--- config.mk ---
export PLATFORM = sky130hd
export DESIGN_NAME = limit_gated_encoder_counters_core
export DESIGN_NICKNAME = d
export VERILOG_FILES = /design/src/hdl/lgec_pkg.sv /design/src/hdl/limit_gated_encoder_counters_core.sv /design/src/hdl/lgec_state.sv /design/src/hdl/lgec_update.sv
export SDC_FILE = /design/constraint.sdc
export NUM_CORES = 1
export LEC_CHECK = 0
export ABC_AREA = 0
export BUFFER_PORTS_ARGS = -buffer_cell sky130_fd_sc_hd__buf_2
export CORE_MARGIN = 5
export CORE_UTILIZATION = 50
export CTS_CLUSTER_SIZE = 30
export DETAILED_ROUTE_END_ITERATION = 8
export PLACE_DENSITY = 0.7
export REMOVE_ABC_BUFFERS = 1
export SYNTH_ARGS = -nofsm -noshare
export SYNTH_HDL_FRONTEND = slang
export SYNTH_SLANG_ARGS = --single-unit
--- constraint.sdc ---
create_clock -name clk -period 5.6 [get_ports clk]
set_input_delay 0.84 -clock clk [delete_from_list [all_inputs] [get_ports clk]]
set_output_delay 0.84 -clock clk [all_outputs]
set_load 0.02 [all_outputs]
--- src/hdl/lgec_pkg.sv ---
package lgec_pkg;

  localparam int COUNT_WIDTH_DEF = 24;
  localparam int NUM_MOTORS_DEF  = 3;

  localparam int REQ_W   = 2;
  localparam int MOTOR_W = 2;
  localparam int DIR_W   = 2;
  localparam int MASK_W  = 3;
  localparam int CFG_AW  = 2;
  localparam int CFG_DW  = 3;

  localparam logic [REQ_W-1:0] REQ_LIMIT   = 2'd0;
  localparam logic [REQ_W-1:0] REQ_PULSE_A = 2'd1;
  localparam logic [REQ_W-1:0] REQ_PULSE_B = 2'd2;

  localparam logic [DIR_W-1:0] DIR_OFF = 2'd0;
  localparam logic [DIR_W-1:0] DIR_CW  = 2'd1;
  localparam logic [DIR_W-1:0] DIR_CCW = 2'd2;

  localparam logic [CFG_AW-1:0] CFG_UP_ON_CW    = 2'd0;
  localparam logic [CFG_AW-1:0] CFG_LIMIT_LOAD  = 2'd1;
  localparam logic [CFG_AW-1:0] CFG_M0_A_ENABLE = 2'd2;

  localparam logic [MASK_W-1:0] UP_ON_CW_RST   = 3'd5;
  localparam logic [MASK_W-1:0] LIMIT_LOAD_RST = 3'd6;

  localparam logic [MOTOR_W-1:0] MOTOR_NO_MASK = 2'd3;

  // state write controls for one item
  typedef struct packed {
    logic wr_a;
    logic wr_b;
    logic wr_flag;
    logic stop;
  } lgec_ctrl_t;

  // motors past the mask width have no mask bit
  function automatic logic mask_bit(logic [MASK_W-1:0] mask, logic [MOTOR_W-1:0] m);
    logic bit_val;
    bit_val = 1'b0;
    if (m != MOTOR_NO_MASK) begin
      bit_val = mask[m];
    end
    return bit_val;
  endfunction

endpackage

--- src/hdl/limit_gated_encoder_counters_core.sv ---
// channel   signals                                       direction
// in        in_valid in_ready req_type motor              input item
//           switch_level direction
// out       out_valid out_ready motor_out count_a_out     result item
//           count_b_out limit_reached stop_drive
// cfg       cfg_we cfg_addr cfg_wdata                     register write
//
// One item per cycle unless out_ready stalls; the item register feeds the result.
// The item register reads the motor's counts and flag, and the update and the
// result register load land on the same edge, so the next item sees it.
// Reset loads all counts and limit flags with 1 and the registers with defaults.
// A stalled result holds; input keeps flowing while the item register can move.
module limit_gated_encoder_counters_core #(
  parameter int COUNT_WIDTH = lgec_pkg::COUNT_WIDTH_DEF,
  parameter int NUM_MOTORS  = lgec_pkg::NUM_MOTORS_DEF
) (
  input  logic                         clk,
  input  logic                         rst,
  input  logic                         in_valid,
  output logic                         in_ready,
  input  logic [lgec_pkg::REQ_W-1:0]   req_type,
  input  logic [lgec_pkg::MOTOR_W-1:0] motor,
  input  logic                         switch_level,
  input  logic [lgec_pkg::DIR_W-1:0]   direction,
  output logic                         out_valid,
  input  logic                         out_ready,
  output logic [lgec_pkg::MOTOR_W-1:0] motor_out,
  output logic [COUNT_WIDTH-1:0]       count_a_out,
  output logic [COUNT_WIDTH-1:0]       count_b_out,
  output logic                         limit_reached,
  output logic                         stop_drive,
  input  logic                         cfg_we,
  input  logic [lgec_pkg::CFG_AW-1:0]  cfg_addr,
  input  logic [lgec_pkg::CFG_DW-1:0]  cfg_wdata
);
  import lgec_pkg::*;

  localparam int IDX_W = (NUM_MOTORS > 1) ? $clog2(NUM_MOTORS) : 1;

  logic [MASK_W-1:0] up_on_cw_mask;
  logic [MASK_W-1:0] limit_load_mask;
  logic              m0_a_enable;

  logic               s1_valid;
  logic [REQ_W-1:0]   s1_req;
  logic [MOTOR_W-1:0] s1_motor;
  logic               s1_level;
  logic [DIR_W-1:0]   s1_dir;

  logic                   advance;
  logic                   s1_fire;
  logic                   in_range;
  logic [IDX_W-1:0]       idx;
  logic [COUNT_WIDTH-1:0] cur_count_a;
  logic [COUNT_WIDTH-1:0] cur_count_b;
  logic                   cur_flag;
  lgec_ctrl_t             ctrl;
  logic [COUNT_WIDTH-1:0] new_count_a;
  logic [COUNT_WIDTH-1:0] new_count_b;
  logic                   new_flag;

  always_ff @(posedge clk) begin
    if (rst) begin
      up_on_cw_mask   <= UP_ON_CW_RST;
      limit_load_mask <= LIMIT_LOAD_RST;
      m0_a_enable     <= 1'b1;
    end else if (cfg_we) begin
      unique case (cfg_addr)
        CFG_UP_ON_CW:    up_on_cw_mask   <= cfg_wdata;
        CFG_LIMIT_LOAD:  limit_load_mask <= cfg_wdata;
        CFG_M0_A_ENABLE: m0_a_enable     <= cfg_wdata[0];
        default: begin
        end
      endcase
    end
  end

  assign advance  = !out_valid || out_ready;
  assign in_ready = !s1_valid || advance;
  assign s1_fire  = s1_valid && advance;
  assign in_range = 32'(s1_motor) < NUM_MOTORS;
  assign idx      = IDX_W'(s1_motor);

  always_ff @(posedge clk) begin
    if (rst) begin
      s1_valid <= 1'b0;
    end else if (in_ready) begin
      s1_valid <= in_valid;
    end
  end

  always_ff @(posedge clk) begin
    if (in_valid && in_ready) begin
      s1_req   <= req_type;
      s1_motor <= motor;
      s1_level <= switch_level;
      s1_dir   <= direction;
    end
  end

  lgec_state #(
    .COUNT_WIDTH(COUNT_WIDTH),
    .NUM_MOTORS (NUM_MOTORS),
    .IDX_W      (IDX_W)
  ) u_state (
    .clk       (clk),
    .rst       (rst),
    .idx       (idx),
    .wr_en     (s1_fire && in_range),
    .ctrl      (ctrl),
    .wr_count_a(new_count_a),
    .wr_count_b(new_count_b),
    .wr_flag   (new_flag),
    .rd_count_a(cur_count_a),
    .rd_count_b(cur_count_b),
    .rd_flag   (cur_flag)
  );

  lgec_update #(
    .COUNT_WIDTH(COUNT_WIDTH)
  ) u_update (
    .req_type       (s1_req),
    .motor          (s1_motor),
    .switch_level   (s1_level),
    .direction      (s1_dir),
    .up_on_cw_mask  (up_on_cw_mask),
    .limit_load_mask(limit_load_mask),
    .m0_a_enable    (m0_a_enable),
    .cur_count_a    (cur_count_a),
    .cur_count_b    (cur_count_b),
    .cur_flag       (cur_flag),
    .ctrl           (ctrl),
    .new_count_a    (new_count_a),
    .new_count_b    (new_count_b),
    .new_flag       (new_flag)
  );

  always_ff @(posedge clk) begin
    if (rst) begin
      out_valid <= 1'b0;
    end else if (advance) begin
      out_valid <= s1_valid;
    end
  end

  always_ff @(posedge clk) begin
    if (s1_fire) begin
      motor_out     <= s1_motor;
      count_a_out   <= in_range ? new_count_a : '0;
      count_b_out   <= in_range ? new_count_b : '0;
      limit_reached <= in_range && new_flag;
      stop_drive    <= in_range && ctrl.stop;
    end
  end

  a_stop_has_flag: assert property (@(posedge clk) disable iff (rst)
    out_valid && stop_drive |-> limit_reached)
    else $error("stop_drive without limit flag");

  a_out_of_range_zero: assert property (@(posedge clk) disable iff (rst)
    out_valid && (32'(motor_out) >= NUM_MOTORS) |->
      (count_a_out == '0) && (count_b_out == '0) && !limit_reached && !stop_drive)
    else $error("out of range motor reported state");

  a_item_moves: assert property (@(posedge clk) disable iff (rst)
    s1_fire |=> out_valid)
    else $error("item lost between stages");

  a_stall_only_full: assert property (@(posedge clk) disable iff (rst)
    !in_ready |-> s1_valid && out_valid && !out_ready)
    else $error("input stalled with room");

endmodule

--- src/hdl/lgec_state.sv ---
module lgec_state #(
  parameter int COUNT_WIDTH = lgec_pkg::COUNT_WIDTH_DEF,
  parameter int NUM_MOTORS  = lgec_pkg::NUM_MOTORS_DEF,
  parameter int IDX_W       = (NUM_MOTORS > 1) ? $clog2(NUM_MOTORS) : 1
) (
  input  logic                   clk,
  input  logic                   rst,
  input  logic [IDX_W-1:0]       idx,
  input  logic                   wr_en,
  input  lgec_pkg::lgec_ctrl_t   ctrl,
  input  logic [COUNT_WIDTH-1:0] wr_count_a,
  input  logic [COUNT_WIDTH-1:0] wr_count_b,
  input  logic                   wr_flag,
  output logic [COUNT_WIDTH-1:0] rd_count_a,
  output logic [COUNT_WIDTH-1:0] rd_count_b,
  output logic                   rd_flag
);
  import lgec_pkg::*;

  logic [COUNT_WIDTH-1:0] count_a [NUM_MOTORS];
  logic [COUNT_WIDTH-1:0] count_b [NUM_MOTORS];
  logic [NUM_MOTORS-1:0]  flag;

  always_ff @(posedge clk) begin
    if (rst) begin
      for (int i = 0; i < NUM_MOTORS; i++) begin
        count_a[i] <= COUNT_WIDTH'(1);
        count_b[i] <= COUNT_WIDTH'(1);
      end
      flag <= '1;
    end else if (wr_en) begin
      if (ctrl.wr_a) begin
        count_a[idx] <= wr_count_a;
      end
      if (ctrl.wr_b) begin
        count_b[idx] <= wr_count_b;
      end
      if (ctrl.wr_flag) begin
        flag[idx] <= wr_flag;
      end
    end
  end

  assign rd_count_a = count_a[idx];
  assign rd_count_b = count_b[idx];
  assign rd_flag    = flag[idx];

endmodule

--- src/hdl/lgec_update.sv ---
module lgec_update #(
  parameter int COUNT_WIDTH = lgec_pkg::COUNT_WIDTH_DEF
) (
  input  logic [lgec_pkg::REQ_W-1:0]   req_type,
  input  logic [lgec_pkg::MOTOR_W-1:0] motor,
  input  logic                         switch_level,
  input  logic [lgec_pkg::DIR_W-1:0]   direction,
  input  logic [lgec_pkg::MASK_W-1:0]  up_on_cw_mask,
  input  logic [lgec_pkg::MASK_W-1:0]  limit_load_mask,
  input  logic                         m0_a_enable,
  input  logic [COUNT_WIDTH-1:0]       cur_count_a,
  input  logic [COUNT_WIDTH-1:0]       cur_count_b,
  input  logic                         cur_flag,
  output lgec_pkg::lgec_ctrl_t         ctrl,
  output logic [COUNT_WIDTH-1:0]       new_count_a,
  output logic [COUNT_WIDTH-1:0]       new_count_b,
  output logic                         new_flag
);
  import lgec_pkg::*;

  logic up_cw;
  logic load;
  logic a_enabled;
  logic [DIR_W-1:0] up_dir;
  logic [DIR_W-1:0] down_dir;
  logic [COUNT_WIDTH-1:0] pulse_a;
  logic [COUNT_WIDTH-1:0] pulse_b;
  logic [COUNT_WIDTH-1:0] load_val;

  function automatic logic [COUNT_WIDTH-1:0] pulse_step(
    logic [COUNT_WIDTH-1:0] cnt,
    logic [DIR_W-1:0]       dir,
    logic [DIR_W-1:0]       up_d,
    logic [DIR_W-1:0]       down_d
  );
    logic [COUNT_WIDTH-1:0] res;
    res = cnt;
    if (dir == up_d) begin
      if (cnt != '1) begin
        res = cnt + COUNT_WIDTH'(1);
      end
    end else if (dir == down_d) begin
      if (cnt > COUNT_WIDTH'(1)) begin
        res = cnt - COUNT_WIDTH'(1);
      end
    end
    return res;
  endfunction

  assign up_cw     = mask_bit(up_on_cw_mask, motor);
  assign load      = mask_bit(limit_load_mask, motor);
  assign a_enabled = (motor != MOTOR_W'(0)) || m0_a_enable;
  assign up_dir    = up_cw ? DIR_CW : DIR_CCW;
  assign down_dir  = up_cw ? DIR_CCW : DIR_CW;
  assign pulse_a   = pulse_step(cur_count_a, direction, up_dir, down_dir);
  assign pulse_b   = pulse_step(cur_count_b, direction, up_dir, down_dir);
  assign load_val  = switch_level ? '0 : COUNT_WIDTH'(1);

  always_comb begin
    ctrl        = '0;
    new_count_a = cur_count_a;
    new_count_b = cur_count_b;
    new_flag    = cur_flag;
    unique case (req_type)
      REQ_LIMIT: begin
        ctrl.wr_flag = 1'b1;
        ctrl.stop    = switch_level;
        new_flag     = switch_level;
        if (load) begin
          ctrl.wr_a   = 1'b1;
          ctrl.wr_b   = 1'b1;
          new_count_a = load_val;
          new_count_b = load_val;
        end
      end
      REQ_PULSE_A: begin
        if (a_enabled && !cur_flag) begin
          ctrl.wr_a   = 1'b1;
          new_count_a = pulse_a;
        end
      end
      REQ_PULSE_B: begin
        if (!cur_flag) begin
          ctrl.wr_b   = 1'b1;
          new_count_b = pulse_b;
        end
      end
      default: begin
      end
    endcase
  end

endmodule
==> results.txt <==
----------------------------------------------------
[Place]
  Setup slack after placement ... 1.36 ns
  Routability congestion estimate from global placement ... 0.989
  Post-detailed-placement half-perimeter wirelength ... 30,700 um
  Cell Count Post-Placement ... 1,809
  Number of port buffers ... 70

[Routing]
  Post-route antenna net violation count ... 0
  Number of detailed-routing iterations run before antenna repair ... 6
  Average routed wire per standard cell ... 24.2 um
  Via density per instance ... 6.52
  Post-detailed-routing wire length ... 45,100 um
  Initial DRC count ... 1,322
  Drc violations ... 0
  Count of vias placed by the detailed router ... 12,118

[Setup path]
  Arrival @ worst endpoint ... 4.58 ns
  Count of cells along the worst register-to-register path ... 8
  Required time at the endpoint of the critical path ... 5.88 ns
  Class of the most critical setup path ... flop to flop
  Category of the worst setup path capture point ... flop
  Maximum cell stage delay along the critical path ... 0.83 ns
  Buffering stage count on the worst path with inverters included ... 1
  Kind of start point of the critical path ... flop
  Cell at the slowest stage of the critical path ... sky130_fd_sc_hd__dfxtp_4
  Series of cell instances along the critical path ... buf_4 -> mux4_2 -> nand4_1 -> nor4_1 -> o211a_1 -> nor3_1 -> a211oi_1 -> a21oi_1
  Register-to-register path setup slack ... 1.29 ns
  Cell class contributing the biggest share of worst-path delay ... compound AO/OA/AOI/OAI gates
  Critical R2R Capture ... u_state.count_a[2][17]
  Maximum fanout encountered on the critical timing path ... 32

[Min path]
  Hold Path Sink ... s1_level
  Min-Delay Startpoint ... switch_level
  Hold path depth ... 1
  Path class of the lowest-slack min-delay path ... primary input to flop

[CTS]
  Clock tree from TritonCTS ... done
  # clock sinks ... 265
  Clock root buffer ... sky130_fd_sc_hd__clkbuf_16
  Clk_lat worst skew ... 0.56 ns
  Number of buffers added by the clock tree synthesis step ... 27
  Max Buffers Root-to-Sink ... 3
  Post-cts hold buffer count ... 0
  Resized Gates After CTS ... 0
  Total number of H-tree levels ... 1
  Count of buffers added by post-CTS timing repair for setup ... 0
  Clock transition at the register clock pins on the worst setup and hold paths after CTS ... 0.06 ns

[Power]
  Leakage power ... 5.99 nW
  Largest vdd supply drop ... 0.227 mV
  Power density normalized to cell area ... 294 nW/um^2

[Synthesis]
  Fraction of synthesis flops using an asynchronous set or reset pin ... 0%
  Number of flops mapped to enable cells by yosys ... 251
  Seq cells post-synth ... 265
  Mean post-synth cell area ... 11.2 sq um
  YS warnings ... 0
  Post-synth top flop ... sky130_fd_sc_hd__edfxtp_1
  Number of distinct library cells after synthesis ... 97
  Mapped cell area ... 15,200 sq um
  Sequential share of the synthesized area ... 51.6%
  Post-synthesis instance total ... 1,356

[Global routing]
  Overall overflow remaining after global route ... 0
  Global Route Usage Sum ... 26.3%
  Via count of the first global-routing pass ... 11,677
  Number of antenna violations at the first check in global routing ... 0
  First-pass GRT wire length ... 69,300 um
  Pin count of the biggest net entering global routing ... 54

[Die]
  Top-level port count ... 71
  Initial Util ... 50.9%
  Die Y ... 184 um
  Total Die Area ... 33,900 sq um
  Std cell rows ... 63
  Die span in x ... 184 um
  Core ar. ... 29,800 sq um

[STA]
  Headroom to the max-slew limit ... 15.9%
  Final setup violation count ... 0
  Final Cycle Share ... 76.9%
  Final Hold Violating Endpoints ... 0
  Shortest period the worst path allows ... 4.31 ns
  Unrepaired setup endpoints after global routing ... false
  Slew at the pin with the worst max-slew slack ... 1.26 ns
  Hold_ws ... 0.465 ns
  Layout Skew ... 0.0305 ns
  PnR worst setup slack ... 1.29 ns
  Number of slew-limit violations in the final report ... 0
  Highest attainable clock frequency ... 0.232 GHz
  Setup TNS Final ... 0 ns

[Layout]
  Ratio of cells with drive above 1 in the final layout ... 15.5%
  Non-filler instance count after layout ... 1,859
  Net count of the finished layout ... 1,471
  P&R area growth vs syn ... 11.1%
  Final antenna diode count ... 0
  Most common cell after layout, fill and taps aside ... sky130_fd_sc_hd__edfxtp_1
  Commonest cells after routing, fill and taps aside ... sky130_fd_sc_hd__edfxtp_1 (251), sky130_fd_sc_hd__nor2_1 (163), sky130_fd_sc_hd__nand2_1 (110), sky130_fd_sc_hd__a21oi_1 (89), sky130_fd_sc_hd__buf_2 (70)

[Run status]
  Status ... complete, no violations

[Flow run]
  Total of max-cap violations ... 0

----------------------------------------------------
==> state kept, by name, indices dropped and copies added, names as in the netlist, 3 cells and up, named ones only <==
signal / flops
u_state.count_a: 96
u_state.count_b: 96
count_a_out: 24
count_b_out: 24
limit_load_mask: 3
u_state.flag: 3
up_on_cw_mask: 3
==> cell families (layout without fill, tap and decap cells) <==
group,Yosys count,count (layout),synth area share (%)
and+or+nand+nor,548,548,18.6
muxes,86,86,9.85
buffers and inverters,111,177,3.72
AOI/OAI and AO/OA,322,322,14.8
DFF,265,265,51.6
adders and majority gates,6,6,0.495
xor gates and xnor gates,17,17,0.982
other,1,48,0.0247
==> how the worst max path moves through the flow <==
| stage | startpoint | endpoint | slack, ns | cells past startpoint |
|---|---|---|---|---|
| 6_report | flop | u_state.count_a[2][17] | 1.29 | 8 |
| 5_1_grt | idx[0] | u_state.count_b[0][23] | 0.88 | 7 |
| 4_1_cts | idx[0] | u_state.count_b[0][22] | 1.35 | 7 |
| 3_5_place_dp | flop | u_state.count_a[0][17] | 1.36 | 8 |
| 3_3_place_gp | flop | u_state.count_a[0][17] | 1.38 | 8 |
| 2_1_floorplan | out_ready | u_state.count_b[0][0] | 0.20 | 6 |
==> routing by layer <==
| layer | global-route usage, % | wire length, um | part of all wire [%] |
|---|---|---|---|
| met2 | 40.1 | 20000 | 44 |
| met1 | 39.5 | 19700 | 44 |
| met4 | 5.97 | 977 | 2.2 |
| met5 | 0 | 0 | 0 |
| met3 | 4.99 | 4450 | 9.9 |
==> power by group <==
| part | switching [mW] | internal (mW) | total [mW] |
|---|---|---|---|
| Sequential | 0.0575 | 2.30 | 2.35 |
| Clock | 0.754 | 1.02 | 1.77 |
| Combinational | 0.565 | 0.264 | 0.829 |
==> synthesized netlist by cell type, types with 20 or more instances <==
cell type / instances / area (sq um)
sky130_fd_sc_hd__a21oi_1: 89 / 445
sky130_fd_sc_hd__and2_1: 24 / 150
sky130_fd_sc_hd__clkbuf_1: 55 / 206
sky130_fd_sc_hd__edfxtp_1: 251 / 7540
sky130_fd_sc_hd__inv_1: 24 / 90.1
sky130_fd_sc_hd__mux2i_1: 30 / 300
sky130_fd_sc_hd__mux4_2: 42 / 946
sky130_fd_sc_hd__nand2_1: 110 / 413
sky130_fd_sc_hd__nand3_1: 48 / 240
sky130_fd_sc_hd__nand4_1: 27 / 169
sky130_fd_sc_hd__nor2_1: 164 / 616
sky130_fd_sc_hd__nor3_1: 28 / 140
sky130_fd_sc_hd__o211ai_1: 20 / 150
sky130_fd_sc_hd__o21ai_0: 42 / 210
==> per-stage QoR <==
stage | util (%) | power (mW) | cell area [sq um]
after floorplan | - | 2.93 | 14900
after global routing | 56.5 | 5.13 | 16800
after global placement | 53.7 | 3.19 | 16000
after CTS | 56.5 | 4.96 | 16800
final | 56.5 | 4.95 | 16800
after detailed placement | 53.7 | 3.21 | 16000
==> cell type report <==
type                    instances  area, sq um
multi-input cells            1027         6980
flip-flops and latches        265         7820
well taps                     390          488
clock buffers                  37          743
fillers                      2569        12900
clock inverters                13          115
inverters                      24         90.1
repair buffers                103          611
(Power assumes the default switching activity.)
